$ cat src/design/hierarchical_page_walk_with_eviction_assert.svh
// ----------------------------------------------------------------------------
// page walk assertion macros
// shorthand for clocked implication checks with synchronous reset disable
// ----------------------------------------------------------------------------
`ifndef HIERARCHICAL_PAGE_WALK_WITH_EVICTION_ASSERT_SVH
`define HIERARCHICAL_PAGE_WALK_WITH_EVICTION_ASSERT_SVH

// same-cycle implication
`define HPWE_AST_NOW(lbl, ante, cons) \
  lbl: assert property (@(posedge clk) disable iff (rst) (ante) |-> (cons)) \
    else $error("page walk check failed");

// next-cycle implication
`define HPWE_AST_NEXT(lbl, ante, cons) \
  lbl: assert property (@(posedge clk) disable iff (rst) (ante) |=> (cons)) \
    else $error("page walk check failed");

`endif

$ cat src/design/hpwe_pkg.sv
`timescale 1ns / 1ps
// ----------------------------------------------------------------------------
// hpwe_pkg
// constants, types and helper functions of the page walk block
// ----------------------------------------------------------------------------
package hpwe_pkg;

  localparam int OFFSET_BITS  = 4;
  localparam int TABLE_LEVELS = 2;
  localparam int FRAME_COUNT  = 16;
  localparam int WORD_BITS    = 32;

  localparam int PAGE_WORDS = 1 << OFFSET_BITS;
  localparam int VA_BITS    = OFFSET_BITS * (TABLE_LEVELS + 1);
  localparam int PG_W       = OFFSET_BITS * TABLE_LEVELS;
  localparam int PAGE_COUNT = 1 << PG_W;
  localparam int FRM_W      = $clog2(FRAME_COUNT);
  localparam int FM_AW      = FRM_W + OFFSET_BITS;
  localparam int FM_DEPTH   = FRAME_COUNT * PAGE_WORDS;
  localparam int SW_AW      = VA_BITS;
  localparam int SW_DEPTH   = 1 << SW_AW;
  localparam int LVL_W      = (TABLE_LEVELS > 1) ? $clog2(TABLE_LEVELS) : 1;

  typedef logic [WORD_BITS-1:0]   word_t;
  typedef logic [FRM_W-1:0]       frm_t;
  typedef logic [OFFSET_BITS-1:0] off_t;
  typedef logic [PG_W-1:0]        page_t;
  typedef logic [PG_W:0]          dist_t;
  typedef logic [LVL_W-1:0]       lvl_t;
  typedef logic [FM_AW-1:0]       fm_addr_t;

  // outcome of one table scan
  typedef struct packed {
    logic  have_zero;
    word_t zero_frame;
    frm_t  zero_parent;
    off_t  zero_slot;
    word_t top_frame;
    logic  have_victim;
    dist_t best_dist;
    word_t victim_frame;
    page_t victim_page;
    frm_t  victim_parent;
    off_t  victim_slot;
  } scan_res_t;

  // frame numbers wrap onto the frame memory
  function automatic fm_addr_t fm_addr(input word_t frame, input off_t off);
    return {frame[FRM_W-1:0], off};
  endfunction

  // min(P - |a-b|, |a-b|)
  function automatic dist_t cyc_dist(input page_t a, input page_t b);
    dist_t d;
    dist_t alt;
    d   = (a > b) ? dist_t'(a - b) : dist_t'(b - a);
    alt = dist_t'(PAGE_COUNT) - d;
    return (alt < d) ? alt : d;
  endfunction

endpackage

$ cat src/design/hpwe_scan.sv
`timescale 1ns / 1ps
// ----------------------------------------------------------------------------
// hpwe_scan
// depth-first table scan: free table frame, highest frame, eviction victim
// ----------------------------------------------------------------------------
module hpwe_scan import hpwe_pkg::*; (
  input  logic      clk,
  input  logic      rst,
  input  logic      start,
  input  word_t     entered,
  input  page_t     target,
  input  word_t     rdata,
  output fm_addr_t  raddr,
  output logic      done,
  output scan_res_t res
);
  typedef enum logic [2:0] {
    SC_IDLE = 3'b001,
    SC_RD   = 3'b010,
    SC_EV   = 3'b100
  } sc_state_t;

  sc_state_t            st;
  lvl_t                 d;
  word_t                frm_stk   [TABLE_LEVELS];
  logic [OFFSET_BITS:0] idx_stk   [TABLE_LEVELS];
  logic                 allz_stk  [TABLE_LEVELS];
  frm_t                 pfrm_stk  [TABLE_LEVELS];
  off_t                 pslot_stk [TABLE_LEVELS];

  word_t                cur_frm;
  logic [OFFSET_BITS:0] cur_idx;
  logic                 is_leaf;
  page_t                leaf_page;
  dist_t                cd;

  always_comb begin
    cur_frm = frm_stk[d];
    cur_idx = idx_stk[d];
    raddr   = fm_addr(cur_frm, cur_idx[OFFSET_BITS-1:0]);
    is_leaf = (d == lvl_t'(TABLE_LEVELS - 1));
    // page number from the slots taken on the way down
    leaf_page = '0;
    for (int k = 1; k < TABLE_LEVELS; k++) begin
      leaf_page[(TABLE_LEVELS-k)*OFFSET_BITS +: OFFSET_BITS] = pslot_stk[k];
    end
    leaf_page[OFFSET_BITS-1:0] = idx_stk[TABLE_LEVELS-1][OFFSET_BITS-1:0];
    cd = cyc_dist(target, leaf_page);
  end

  always_ff @(posedge clk) begin
    if (rst) begin
      st   <= SC_IDLE;
      done <= 1'b0;
      d    <= '0;
    end else begin
      done <= 1'b0;
      unique case (st)
        SC_IDLE: begin
          if (start) begin
            d           <= '0;
            frm_stk[0]  <= '0;
            idx_stk[0]  <= '0;
            allz_stk[0] <= 1'b1;
            res         <= '0;
            st          <= SC_RD;
          end
        end
        SC_RD: begin
          if (cur_idx == (OFFSET_BITS+1)'(PAGE_WORDS)) begin
            // frame finished: post-order free table check
            if (allz_stk[d] && cur_frm != entered && d != '0) begin
              res.have_zero   <= 1'b1;
              res.zero_frame  <= cur_frm;
              res.zero_parent <= pfrm_stk[d];
              res.zero_slot   <= pslot_stk[d];
            end
            if (d == '0) begin
              done <= 1'b1;
              st   <= SC_IDLE;
            end else begin
              d <= d - lvl_t'(1);
            end
          end else begin
            st <= SC_EV;
          end
        end
        SC_EV: begin
          st         <= SC_RD;
          idx_stk[d] <= cur_idx + (OFFSET_BITS+1)'(1);
          if (rdata != '0) begin
            allz_stk[d] <= 1'b0;
            if (rdata > res.top_frame) begin
              res.top_frame <= rdata;
            end
            if (is_leaf) begin
              if (rdata != entered && cd > res.best_dist) begin
                res.best_dist     <= cd;
                res.have_victim   <= 1'b1;
                res.victim_frame  <= rdata;
                res.victim_page   <= leaf_page;
                res.victim_parent <= cur_frm[FRM_W-1:0];
                res.victim_slot   <= cur_idx[OFFSET_BITS-1:0];
              end
            end else begin
              // descend into the child table
              frm_stk[d + lvl_t'(1)]   <= rdata;
              idx_stk[d + lvl_t'(1)]   <= '0;
              allz_stk[d + lvl_t'(1)]  <= 1'b1;
              pfrm_stk[d + lvl_t'(1)]  <= cur_frm[FRM_W-1:0];
              pslot_stk[d + lvl_t'(1)] <= cur_idx[OFFSET_BITS-1:0];
              d                        <= d + lvl_t'(1);
            end
          end
        end
        default: st <= SC_IDLE;
      endcase
    end
  end
endmodule

$ cat config.mk
export PLATFORM = sky130hd
export DESIGN_NAME = hpwe_scan
export DESIGN_NICKNAME = d
export VERILOG_FILES = /design/src/design/hierarchical_page_walk_with_eviction_assert.svh /design/src/design/hpwe_pkg.sv /design/src/design/hpwe_scan.sv
export SDC_FILE = /design/constraint.sdc
export NUM_CORES = 1
export LEC_CHECK = 0
export BUFFER_PORTS_ARGS = -buffer_cell sky130_fd_sc_hd__buf_2
export CAP_MARGIN = 20
export CORE_MARGIN = 2
export CORE_UTILIZATION = 55
export CTS_CLUSTER_DIAMETER = 40
export CTS_CLUSTER_SIZE = 40
export DETAILED_ROUTE_END_ITERATION = 6
export PLACE_DENSITY = 0.78
export SLEW_MARGIN = 10
export SYNTH_ARGS = -nofsm -noshare
export SYNTH_HDL_FRONTEND = slang
export SYNTH_SLANG_ARGS = --single-unit
$ cat constraint.sdc
create_clock -name clk -period 12.97 [get_ports clk]
set_input_delay 1.297 -clock clk [delete_from_list [all_inputs] [get_ports clk]]
set_output_delay 1.297 -clock clk [all_outputs]
set_load 0.01 [all_outputs]
[Word level (Yosys, flattened, before mapping)]
Memory sizes are Yosys's and may differ from the RTL's. A register that Yosys moved wholly into a read port is not among the register bits.
Cells that the tools add are included.
Widths: inputs -> output; s select.
Storage, ports and cells
  output and inout port bits: 140
  input port bits: 75
  bits in writable memories: 92
  memories: 5
  register bits: 136
Cells by class
  mux-type cells: 56
  reduce and logical (&&, ||, !) cells: 16
  $lt $le $gt $ge: 4
  add/sub/neg operators: 6
  bitwise gates (word level): 3
  equality and inequality tests: 14
Memory list
  frm_stk: words 2, bits a word 32, read ports 1, clocked after Yosys merged registers in 1, wr ports 1, line hpwe_scan.sv:25  | word_t frm_stk [TABLE_LEVELS];
  idx_stk: words 2, bits a word 5, read ports 2, clocked after Yosys merged registers in 1, wr ports 2, line hpwe_scan.sv:26  | logic [OFFSET_BITS:0] idx_stk [TABLE_LEVELS];
  pfrm_stk: words 2, bits a word 4, read ports 1, clocked after Yosys merged registers in 1, wr ports 1, line hpwe_scan.sv:28  | frm_t pfrm_stk [TABLE_LEVELS];
  pslot_stk: words 2, bits a word 4, read ports 2, clocked after Yosys merged registers in 1, wr ports 1, line hpwe_scan.sv:29  | off_t pslot_stk [TABLE_LEVELS];
  allz_stk: words 2, bits a word 1, read ports 1, clocked after Yosys merged registers in 1, wr ports 2, line hpwe_scan.sv:27  | logic allz_stk [TABLE_LEVELS];
Operators with widths (number)
  $pmux 90 s2: 1
  $mux 131: 1
  $mux 58: 2
  $mux 90: 1
  $mux 41: 2
  $pmux 41 s2: 1
  $mux 32: 2
  $ne 32x32->1: 2
  $mux 1: 38
  $gt 32x32->1: 1
  $reduce_bool 32->1: 1
  $reduce_or 32->1: 1
  $mux 9: 2
  $sub 8x8->9: 2
  $ne 2x2->1 const B: 7
  $reduce_and 5->1: 2
  $gt 9x9->1: 1
  $lt 9x9->1: 1
  $mux 3: 3
  $pmux 3 s3: 1
  $sub 9x9->9 const A: 1
  $gt 8x8->1: 1
  $reduce_and 6->1: 1
  $add 5x1->5 const B: 1
  other kinds (18): 23

[Longest topological paths before layout]
Gate-level depths: netlist of run 1.
  depth in word-level cells: 11
  gate-level depth with buffers: 29
  mapped depth without buffers: 28

[Worst setup path before layout of run 1]
OpenSTA, ideal clock, no wires.
  kind: input port to flip-flop
  start point: in target[5]
  end point: reg res[0] in the netlist's numbering, enable pin
  cell stages on the path: 28
  path buffers: 2
  setup time: 0.486 ns
  slack: 3.603 ns
  arrival: 8.881 ns
  cells stage by stage: inv_1 -> ha_1 -> clkbuf_1 -> nand3_1 -> a211o_1 -> nand2_1 -> mux2i_1 -> ha_1 -> or3b_2 -> a211oi_1 -> nor2_1 -> nor3_4 -> mux2i_1 -> o32ai_4 -> a31o_1 -> buf_6 -> mux2i_1 -> ha_1 -> nor2b_1 -> o21a_1 -> o21a_1 -> o21a_1 -> o21a_1 -> o21a_1 -> o21ai_0 -> nand2b_1 -> a21oi_1 -> o21bai_1
Between the ends
  longest elaborated chain between the ends: 9
Ends and longest elaborated chain
  start, declared: line hpwe_scan.sv:11  | input page_t target,
  $sub 8x8->9 / $gt 8x8->1 (equally long branches): line hpwe_pkg.sv:56  | d = (a > b) ? dist_t'(a - b) : dist_t'(b - a);
  $mux 9 (*): line hpwe_pkg.sv:56
  $sub 9x9->9: line hpwe_pkg.sv:57  | alt = dist_t'(PAGE_COUNT) - d;
  $lt 9x9->1: line hpwe_pkg.sv:58  | return (alt < d) ? alt : d;
  $mux 9 (*): line hpwe_pkg.sv:58
  via cd[1]: line hpwe_scan.sv:35  | dist_t cd;
  $gt 9x9->1 (*): line hpwe_scan.sv:97  | if (rdata != entered && cd > res.best_dist) begin
  $logic_and 1x1->1 (*): line hpwe_scan.sv:97
  $ne 2x2->1 (no line) (*)
  $reduce_and 6->1 (no line) (*)
  end, declared: line hpwe_scan.sv:15  | output scan_res_t res
The timed path passes the listed nets; every way through them passes the cells marked *.
A chain may end at the register's enable or synchronous reset.

[Worst setup path in the final report of run 1]
  start point: in target[4]
  end point: reg res[10] in the netlist's numbering, enable pin
The elaborated chain is that of the path after synthesis.

==> results.json, run 1 <==
{
  "synth_compound_area_share_pct": 7.08,
  "cts_tree": "yes",
  "fin_worst_skew_ns": 0.0168,
  "fmax_mhz": 127,
  "setup_viol": 0,
  "cp_slowest_cell": "ha_1",
  "critPathKind": "primary input to register",
  "p_clk_share_pct": 41.3,
  "cts_sinks": 229,
  "htreeDepth": 1,
  "hold_path_class": "register to register",
  "dp_hpwl_mm": 21.4,
  "track_usage_pct": 26.0,
  "synth_top_family_by_area": "simple AND/OR/NAND/NOR gates",
  "ctsHoldBuffers": 0,
  "drive_gt1_share_pct": 25.1,
  "synthCells": 943,
  "area_growth_pct": 20.5,
  "power.density_nw_per_um2": 135,
  "synthMuxAreaShare_pct": 5.39,
  "synth_top_area_share_pct": 54.6,
  "top_usage_layer": "met2",
  "switching_share_pct": 26.2,
  "combinationalPowerShare_pct": 13.9,
  "required_ns": 13.15,
  "die_x_um": 149,
  "syn_area_um2": 11600,
  "hold_violations": 0,
  "ant_nets": 0,
  "intPower_w": 0.00140,
  "p_seq_share_pct": 44.8,
  "critPathTopFamily": "compound AO/OA/AOI/OAI gates",
  "ys.flop_type": "edfxtp_1",
  "yosys_warnings": 0,
  "antenna_found_initial": 4,
  "slew_headroom_pct": 39.1,
  "finalCriticalPeriod_ns": 7.88,
  "cp_max_fo": 58,
  "max_stage_delay_ns": 0.59,
  "synthXorXnorAreaFrac_pct": 5.43,
  "place.gp.congestion": 0.872,
  "power_w": 0.00189,
  "first_iter_violations": 739,
  "cts_root_buf": "clkbuf_16",
  "insertion_delay_ns": 0.54,
  "crit_path_start_kind": "primary input",
  "cts_resized": 0,
  "grt.overflow.total": 0,
  "synthAdderAreaFrac_pct": 7.14,
  "yosysTopAreaCell": "edfxtp_1",
  "status": "complete, no violations",
  "grt_pass1_wl_mm": 44.2,
  "cp.arrival_ns": 8.07,
  "postCtsSetupBuffers": 0,
  "synth-seq-cells": 229,
  "cp_num_buf_inv": 3,
  "synth_edf_count": 211,
  "cp_common_cell": "o21a_1",
  "cts_buffer_depth": 3,
  "maxCapViolations": 0,
  "port_buffers": 214,
  "async_flop_share_pct": 0,
  "finalMaxSlewViolations": 0,
  "numCtsBuffers": 29,
  "grt_pass1_vias": 8135,
  "die-area_um2": 22300,
  "final.period_utilization_pct": 60.8,
  "clkSlewWorstSetupHoldPaths_ns": 0.05,
  "via_per_inst": 5.57,
  "num-nets-final": 1309,
  "placementRows": 53,
  "tns_ns": 0,
  "drt_pass1_iterations": 5,
  "synthDistinctLibCells": 69,
  "switching_power_w": 0.000497,
  "synthSimpleGateAreaFrac_pct": 13.3,
  "grtUsageMet2_pct": 41.4,
  "core_um2": 20900,
  "die_h_um": 149,
  "start_util_pct": 55.6,
  "ys_top_cells_by_area": "edfxtp_1 (55%), ha_1 (6.8%), xor2_1 (5.2%), mux2i_1 (4.7%), dfxtp_1 (3.1%)",
  "cp-end-kind": "register",
  "wl_per_cell_um": 20.0,
  "drcViolationCount": 0,
  "yosysSeqAreaShare_pct": 57.7,
  "postSynthAreaPerCell_um2": 12.3,
  "pin_count": 215,
  "worst_slew_pin_slew_ns": 0.913,
  "leakage_nw": 5.85,
  "rsz0062_at_grt": "no",
  "grt_util_met3_pct": 6.09,
  "wl_mm": 29.4,
  "grt_max_degree": 66,
  "ir_drop_v": 0.000112,
  "grtUsageMet1_pct": 35.3,
  "vias": 8183
}
## metal layers
layer,wire [µm],vias to the layer above,share of wire [%]
met5,0,-,0
met4,996,0,3.4
met3,2420,66,8.2
met2,13800,326,47
met1,12100,3921,41
li1,-,3870,-
## final timing paths
| check | startpoint | to | slack, ns | depth (start not counted) |
|---|---|---|---|---|
| max | target[4] | res[10] | 5.09 | 28 |
| min | idx_stk[0][1] | idx_stk[0][1] | 0.46 | 2 |
| max reg2reg | pslot_stk[1][0] | res[10] | 5.48 | 26 |
| min reg2reg | idx_stk[0][1] | idx_stk[0][1] | 0.46 | 2 |
## synthesized netlist by cell type, types with 4 or more instances
cell type / instances
a211oi_1: 4
a21o_1: 16
a21oi_1: 31
a31oi_1: 6
and2_1: 34
and3_1: 36
buf_1: 7
buf_4: 4
clkbuf_1: 20
dfxtp_1: 18
edfxtp_1: 211
ha_1: 63
inv_1: 75
mux2i_1: 55
nand2_1: 30
nand2b_1: 9
nand3_1: 7
nand3b_1: 5
nand4_1: 24
nor2_1: 86
nor2b_1: 8
nor3_1: 13
nor4_1: 20
o21a_1: 15
o21ai_0: 16
xor2_1: 69
## registers in the layout, indices dropped and copies added, names as in the netlist, named ones only
register   count
done           1
st             3
pslot_stk      8
frm_stk       64
idx_stk       10
d              1
allz_stk       2
res          131
pfrm_stk       8
## power groups by stage
stage | combinational (W) | sequential [W] | clock [W]
global route | 0.000288 | 0.000850 | 0.000825
detailed placement | 0.000259 | 0.000863 | 0
finish | 0.000263 | 0.000848 | 0.000783
global placement | 0.000253 | 0.000863 | 0
CTS | 0.000260 | 0.000848 | 0.000793
floorplan | 0.000158 | 0.000873 | 0
## area by class of cell
type	instances	area [µm²]
multi-input cells	610	4520
flip-flops and latches	229	6700
repair buffers	223	1170
diodes	4	10.0
well taps	275	344
fillers	1592	6910
clock buffers	31	733
inverters	76	285
clock inverters	21	221
## tightest hold or removal path, cell delays in order (launching register included)
cell and delay [ns]:
dfxtp_1 0.32, nand2_1 0.04, o21ai_0 0.07
## stage by stage
stage | worst slack, ns | hold slack [ns] | util [%] | std cells | instance area (µm²)
after detailed placement | 4.58 | 0.442 | 62.2 | 1412 | 13000
final | 5.09 | 0.464 | 66.9 | 1469 | 14000
after floorplan | 3.60 | 0.424 | - | 950 | 11600
after global routing | 4.56 | 0.474 | 66.9 | 1468 | 14000
after global placement | 4.78 | 0.435 | 62.1 | 1411 | 13000
after CTS | 5.18 | 0.455 | 66.8 | 1464 | 13900
## cells in the final DEF, fill, tap and decap left out, types with 8 or more instances in the layout
cell type / netlist / layout
and2_1: 34 / 34
ha_1: 63 / 63
nor2b_1: 8 / 8
o21ai_0: 16 / 16
a21oi_1: 31 / 30
and3_1: 36 / 36
nor3_1: 13 / 11
nand2_1: 30 / 30
nand2b_1: 9 / 9
conb_1: 1 / 8
xor2_1: 69 / 69
clkbuf_16: 0 / 29
a21o_1: 16 / 16
edfxtp_1: 211 / 211
nor2_1: 86 / 85
mux2i_1: 55 / 55
nand4_1: 24 / 24
o21a_1: 15 / 15
dfxtp_1: 18 / 17
inv_1: 75 / 75
nor4_1: 20 / 20
buf_2: 1 / 214
## kinds of logic after synthesis
logic type / after synthesis
XOR/XNOR: 72
other: 1
adder cells (fa/ha/maj): 65
buffers and inverters: 111
multiplexers: 61
flip-flops: 229
AND/OR/NAND/NOR: 287
AO/OA/AOI/OAI: 117
Note: power is estimated with default switching activity, not from simulation.
==> run 2, diff against run 1 <==
--- a/config.mk
+++ b/config.mk
@@ -5,14 +5,15 @@
 export SDC_FILE = /design/constraint.sdc
 export NUM_CORES = 1
 export LEC_CHECK = 0
+export ABC_AREA = 1
 export BUFFER_PORTS_ARGS = -buffer_cell sky130_fd_sc_hd__buf_2
 export CAP_MARGIN = 20
 export CORE_MARGIN = 2
-export CORE_UTILIZATION = 55
+export CORE_UTILIZATION = 51
 export CTS_CLUSTER_DIAMETER = 40
 export CTS_CLUSTER_SIZE = 40
 export DETAILED_ROUTE_END_ITERATION = 6
-export PLACE_DENSITY = 0.78
+export PLACE_DENSITY = 0.76
 export SLEW_MARGIN = 10
 export SYNTH_ARGS = -nofsm -noshare
 export SYNTH_HDL_FRONTEND = slang
==> constraint.sdc (replaced) <==
create_clock -name clk -period 6.35 [get_ports clk]
set_input_delay 0.635 -clock clk [delete_from_list [all_inputs] [get_ports clk]]
set_output_delay 0.635 -clock clk [all_outputs]
set_load 0.01 [all_outputs]
==> results.json, run 2 <==
{
  "status": "complete, but fails checks",
  "failed_checks": "DRC",
  "final.period_utilization_pct": 88.7,
  "insertion_delay_ns": 0.51,
  "whs_path_depth": 2,
  "largest_reg_flops": 131,
  "clkSlewWorstSetupHoldPaths_ns": 0.05,
  "first_iter_violations": 837,
  "yosysSeqAreaShare_pct": 57.6,
  "cts_sinks": 229,
  "syn_area_um2": 11600,
  "fillerInstances": 1768,
  "fin_worst_skew_ns": 0.0333,
  "fin_area_um2": 14200,
  "drcViolationCount": 1,
  "synthCells": 1107,
  "placementRows": 55,
  "final_util_pct": 63.1,
  "worst_slew_pin_slew_ns": 1.02,
  "maxCapViolations": 0,
  "ir_drop_v": 0.000201,
  "critPathKind": "register to register",
  "regMostFlops": "res",
  "r2r_end": "res[14]",
  "fmax_mhz": 178,
  "place_area_um2": 13100,
  "grt_pass1_vias": 8853,
  "grt_pass1_wl_mm": 47.8,
  "regToRegStartpoint": "pslot_stk[1][0]",
  "cp_common_cell": "nand2_1",
  "setup_viol": 0,
  "num-nets-final": 1485,
  "cp_max_fo": 21,
  "die-area_um2": 24000,
  "hold_end": "d",
  "place.gp.congestion": 0.884,
  "rsz0062_at_grt": "no",
  "finalCriticalPeriod_ns": 5.63,
  "drt_pass1_iterations": 7,
  "via_per_inst": 5.42,
  "area_growth_pct": 22.1,
  "final_cell_mix": "buf_2 (214), edfxtp_1 (211), nand2_1 (165)",
  "synth_top_area_share_pct": 54.5,
  "postCtsSetupBuffers": 0,
  "cts_tree": "yes",
  "start_util_pct": 51.7,
  "pin_count": 215,
  "yosysTopAreaCell": "edfxtp_1",
  "max_stage_delay_ns": 0.46,
  "power.density_nw_per_um2": 319,
  "yosysMostFrequentCell": "edfxtp_1",
  "synth-seq-cells": 229,
  "tns_ns": 0,
  "htreeDepth": 2,
  "hold_path_class": "primary input to register",
  "grt_max_degree": 59,
  "yosys_warnings": 0,
  "cts_root_buf": "clkbuf_16",
  "synthDistinctLibCells": 47,
  "numCtsBuffers": 34,
  "wl_mm": 31.0,
  "grt.overflow.total": 0,
  "track_usage_pct": 25.9,
  "ys_top_cells_by_area": "edfxtp_1 (54%), ha_1 (6.8%), inv_1 (5.4%), nand2_1 (5.3%), nor2_1 (4.5%)",
  "async_flop_share_pct": 0,
  "vias": 9001,
  "reg2reg_slack_ns": 0.72,
  "largestRegisters": "res (131), frm_stk (64), idx_stk (10)",
  "ant_nets": 0,
  "power_w": 0.00453,
  "ctsHoldBuffers": 0,
  "port_buffers": 214,
  "finalMaxSlewViolations": 0,
  "min_from": "rst",
  "wl_per_cell_um": 18.7,
  "cts_buffer_depth": 3,
  "dp_hpwl_mm": 22.7,
  "required_ns": 6.50,
  "crit_path_start_kind": "register",
  "hold_violations": 0,
  "drive_gt1_share_pct": 24.1,
  "synth_edf_count": 211,
  "die_x_um": 155,
  "cp-end-kind": "register",
  "mostFrequentLayoutCell": "buf_2",
  "slew_headroom_pct": 31.6,
  "die_h_um": 155,
  "core_um2": 22500,
  "netlist_top_cells_count": "edfxtp_1 (211), inv_1 (166), nand2_1 (165)",
  "cp_slowest_cell": "ha_1",
  "whs_ns": 0.411,
  "ff2ff_path_depth": 29,
  "leakage_nw": 6.16,
  "cp.arrival_ns": 5.78,
  "postSynthAreaPerCell_um2": 10.5,
  "ys.flop_type": "edfxtp_1",
  "antenna_found_initial": 9,
  "cts_resized": 0
}
## run 2: changes by cell type after synthesis, moves of 36 or more
cell,change
nand2_1,+135
inv_1,+91
nor2_1,+55
xor2_1,-49
xnor2_1,+42
and3_1,-36
## run 2: worst max-delay path by stage
stage               cells after the start  slack [ns]       startpoint       to
CTS                                    28        0.77  pslot_stk[1][0]  res[13]
global route                           30        0.25  pslot_stk[1][2]  res[13]
floorplan                              34        0.55        target[3]   res[0]
finish                                 29        0.72  pslot_stk[1][0]  res[14]
global placement                       34        0.70        target[2]   res[0]
detailed placement                     33        0.50        target[2]   res[0]
## run 2: through the flow
stage,setup WS (ns),cells
finish,0.720,1662
global route,0.249,1659
CTS,0.772,1655
detailed placement,0.499,1594
global placement,0.700,1593
floorplan,0.548,1114
## run 2: routing by layer
metal / global-route usage (%) / wire [µm] / up-vias
met3: 6.04 / 3010 / 82
met2: 39.7 / 13900 / 436
met1: 35.9 / 13100 / 4270
met4: 10.4 / 976 / 6
met5: 0 / 38 / -
li1: - / - / 4207
## run 2: logic make-up after synthesis
| kind of cell | synth area share (%) |
|---|---|
| AND/OR/NAND/NOR | 16.8 |
| AO/OA/AOI/OAI | 4.37 |
| flip-flops | 57.6 |
| buffers and inverters | 6.77 |
| multiplexers | 2.41 |
| XOR/XNOR | 4.89 |
| other | 0.0322 |
| adder cells (fa/ha/maj) | 7.12 |
## run 2: critical path, delay by kind of cell (launching register included)
kind                       cells  cell delay [ns]
adders and majority gates      3             1.09
AOI/OAI and AO/OA              6             1.10
and+or+nand+nor               16             2.16
DFF                            1             0.45
buffers and inverters          4             0.49
## run 2: area by class of cell
class,instances,area (µm²),area share [%]
diodes,7,17.5,0.123
repair buffers,223,1150,8.13
multi-input cells,686,4210,29.7
clock inverters,24,231,1.63
flip-flops and latches,229,6700,47.2
inverters,171,642,4.52
well taps,285,357,2.51
clock buffers,37,883,6.22
## run 2: power by group
part	total, W	internal [W]	switching, W
sequential	0.00188	0.00181	0.0000684
combinational	0.000837	0.000291	0.000546
clock	0.00181	0.00108	0.000729
==> run 3, diff against run 2 <==
--- a/config.mk
+++ b/config.mk
@@ -9,11 +9,11 @@
 export BUFFER_PORTS_ARGS = -buffer_cell sky130_fd_sc_hd__buf_2
 export CAP_MARGIN = 20
 export CORE_MARGIN = 2
-export CORE_UTILIZATION = 51
+export CORE_UTILIZATION = 55
 export CTS_CLUSTER_DIAMETER = 40
 export CTS_CLUSTER_SIZE = 40
 export DETAILED_ROUTE_END_ITERATION = 6
-export PLACE_DENSITY = 0.76
+export PLACE_DENSITY = 0.78
 export SLEW_MARGIN = 10
 export SYNTH_ARGS = -nofsm -noshare
 export SYNTH_HDL_FRONTEND = slang
==> constraint.sdc (replaced) <==
create_clock -name clk -period 7.1 [get_ports clk]
set_input_delay 0.71 -clock clk [delete_from_list [all_inputs] [get_ports clk]]
set_output_delay 0.71 -clock clk [all_outputs]
set_load 0.01 [all_outputs]
==> results.json, run 3 (synthesized netlist as in run 2, its figures left out) <==
{
  "htreeDepth": 1,
  "ant_nets": 0,
  "wl_per_cell_um": 18.9,
  "cp_common_cell": "nand2_1",
  "cp_slowest_cell": "edfxtp_1",
  "worst_slew_pin_slew_ns": 1.00,
  "die_x_um": 149,
  "place.gp.congestion": 0.881,
  "cp.arrival_ns": 6.08,
  "ctsHoldBuffers": 0,
  "antenna_found_initial": 5,
  "hold_violations": 0,
  "maxCapViolations": 0,
  "post-place-cells": 1583,
  "fmax_mhz": 170,
  "placementRows": 53,
  "drt_pass1_iterations": 5,
  "pin_count": 215,
  "cp_max_fo": 46,
  "tns_ns": 0,
  "power.density_nw_per_um2": 275,
  "grt_pass1_wl_mm": 46.7,
  "grt_max_degree": 59,
  "via_per_inst": 5.44,
  "grt_pass1_vias": 8651,
  "final_cells": 1640,
  "cts_resized": 0,
  "port_buffers": 214,
  "status": "complete, no violations",
  "largest_reg_flops": 131,
  "die-area_um2": 22300,
  "drive_gt1_share_pct": 23.6,
  "final.period_utilization_pct": 82.8,
  "cts_sinks": 229,
  "cts_root_buf": "clkbuf_16",
  "vias": 8921,
  "drcViolationCount": 0,
  "dp_hpwl_mm": 22.5,
  "slew_headroom_pct": 33.2,
  "rsz0062_at_grt": "no",
  "hold_path_class": "primary input to register",
  "num-nets-final": 1478,
  "numCtsBuffers": 28,
  "finalMaxSlewViolations": 0,
  "fin_worst_skew_ns": 0.0277,
  "final_cell_mix": "buf_2 (214), edfxtp_1 (211), nand2_1 (165)",
  "leakage_nw": 6.08,
  "largestRegisters": "res (131), frm_stk (64), idx_stk (10)",
  "required_ns": 7.30,
  "cts_buffer_depth": 3,
  "postCtsSetupBuffers": 0,
  "wl_mm": 31.0,
  "critPathKind": "register to register",
  "core_um2": 20900,
  "power_w": 0.00386,
  "first_iter_violations": 706,
  "insertion_delay_ns": 0.55,
  "max_stage_delay_ns": 0.47,
  "ir_drop_v": 0.000197,
  "area_growth_pct": 20.6,
  "cp-end-kind": "register",
  "die_h_um": 149,
  "regMostFlops": "res",
  "start_util_pct": 55.7,
  "mostFrequentLayoutCell": "buf_2",
  "cts_tree": "yes",
  "track_usage_pct": 27.5,
  "crit_path_start_kind": "register",
  "grt.overflow.total": 0,
  "clkSlewWorstSetupHoldPaths_ns": 0.06,
  "finalCriticalPeriod_ns": 5.88,
  "setup_viol": 0
}
==> run 3: changes by cell type in the layout (fill, tap and decap cells not counted), sizes merged <==
cell,before,now
buf,223,222
clkinv,9,12
diode,7,5
clkinvlp,2,1
inv,183,180
bufinv,1,2
clkbuf,37,28
==> run 3: path summary, 6_finish.rpt <==
path / startpoint / end / slack (ns) / cells past startpoint
min reg2reg: allz_stk[0] / allz_stk[0] / 0.45 / 1
max reg2reg: pslot_stk[1][2] / res[14] / 1.22 / 30
max: pslot_stk[1][2] / res[14] / 1.22 / 30
min: rst / register / 0.44 / 2
==> run 3: area by class of cell <==
class	count	area, µm²
Clock inverter	24	250
Fill cell	1568	6860
Clock buffer	28	701
Timing Repair Buffer	222	1160
Antenna cell	5	12.5
Tap cell	275	344
Multi-Input combinational cell	686	4210
Inverter	171	642
Sequential cell	229	6700
==> run 3: critical path, delay by kind of cell (launching register included) <==
| kind | cells | cell delay [ns] |
|---|---|---|
| and+or+nand+nor | 16 | 1.89 |
| buffers and inverters | 4 | 0.48 |
| DFF | 1 | 0.47 |
| AOI/OAI and AO/OA | 7 | 1.64 |
| adders and majority gates | 3 | 1.03 |
==> run 3: layer usage <==
metal  global-route usage [%]  wire length [µm]
met5                        0                26
met4                     7.90               790
met3                     5.00              3010
met2                     44.4             14300
met1                     38.3             12800
==> run 3: per-stage QoR <==
step / setup slack (ns) / hold WS, ns / utilization, % / instance area (µm²)
after floorplan: 0.555 / 0.423 / - / 11700
after global placement: 1.08 / 0.440 / 62.4 / 13000
after global routing: 0.683 / 0.439 / 67.1 / 14000
after detailed placement: 0.868 / 0.444 / 62.5 / 13100
final: 1.22 / 0.441 / 67.1 / 14000
after CTS: 1.22 / 0.418 / 67.1 / 14000
==> run 3: where the power goes <==
part	switching [W]	internal [W]	total, W
combinational	0.000489	0.000262	0.000751
sequential	0.0000653	0.00162	0.00168
clock	0.000605	0.000822	0.00143
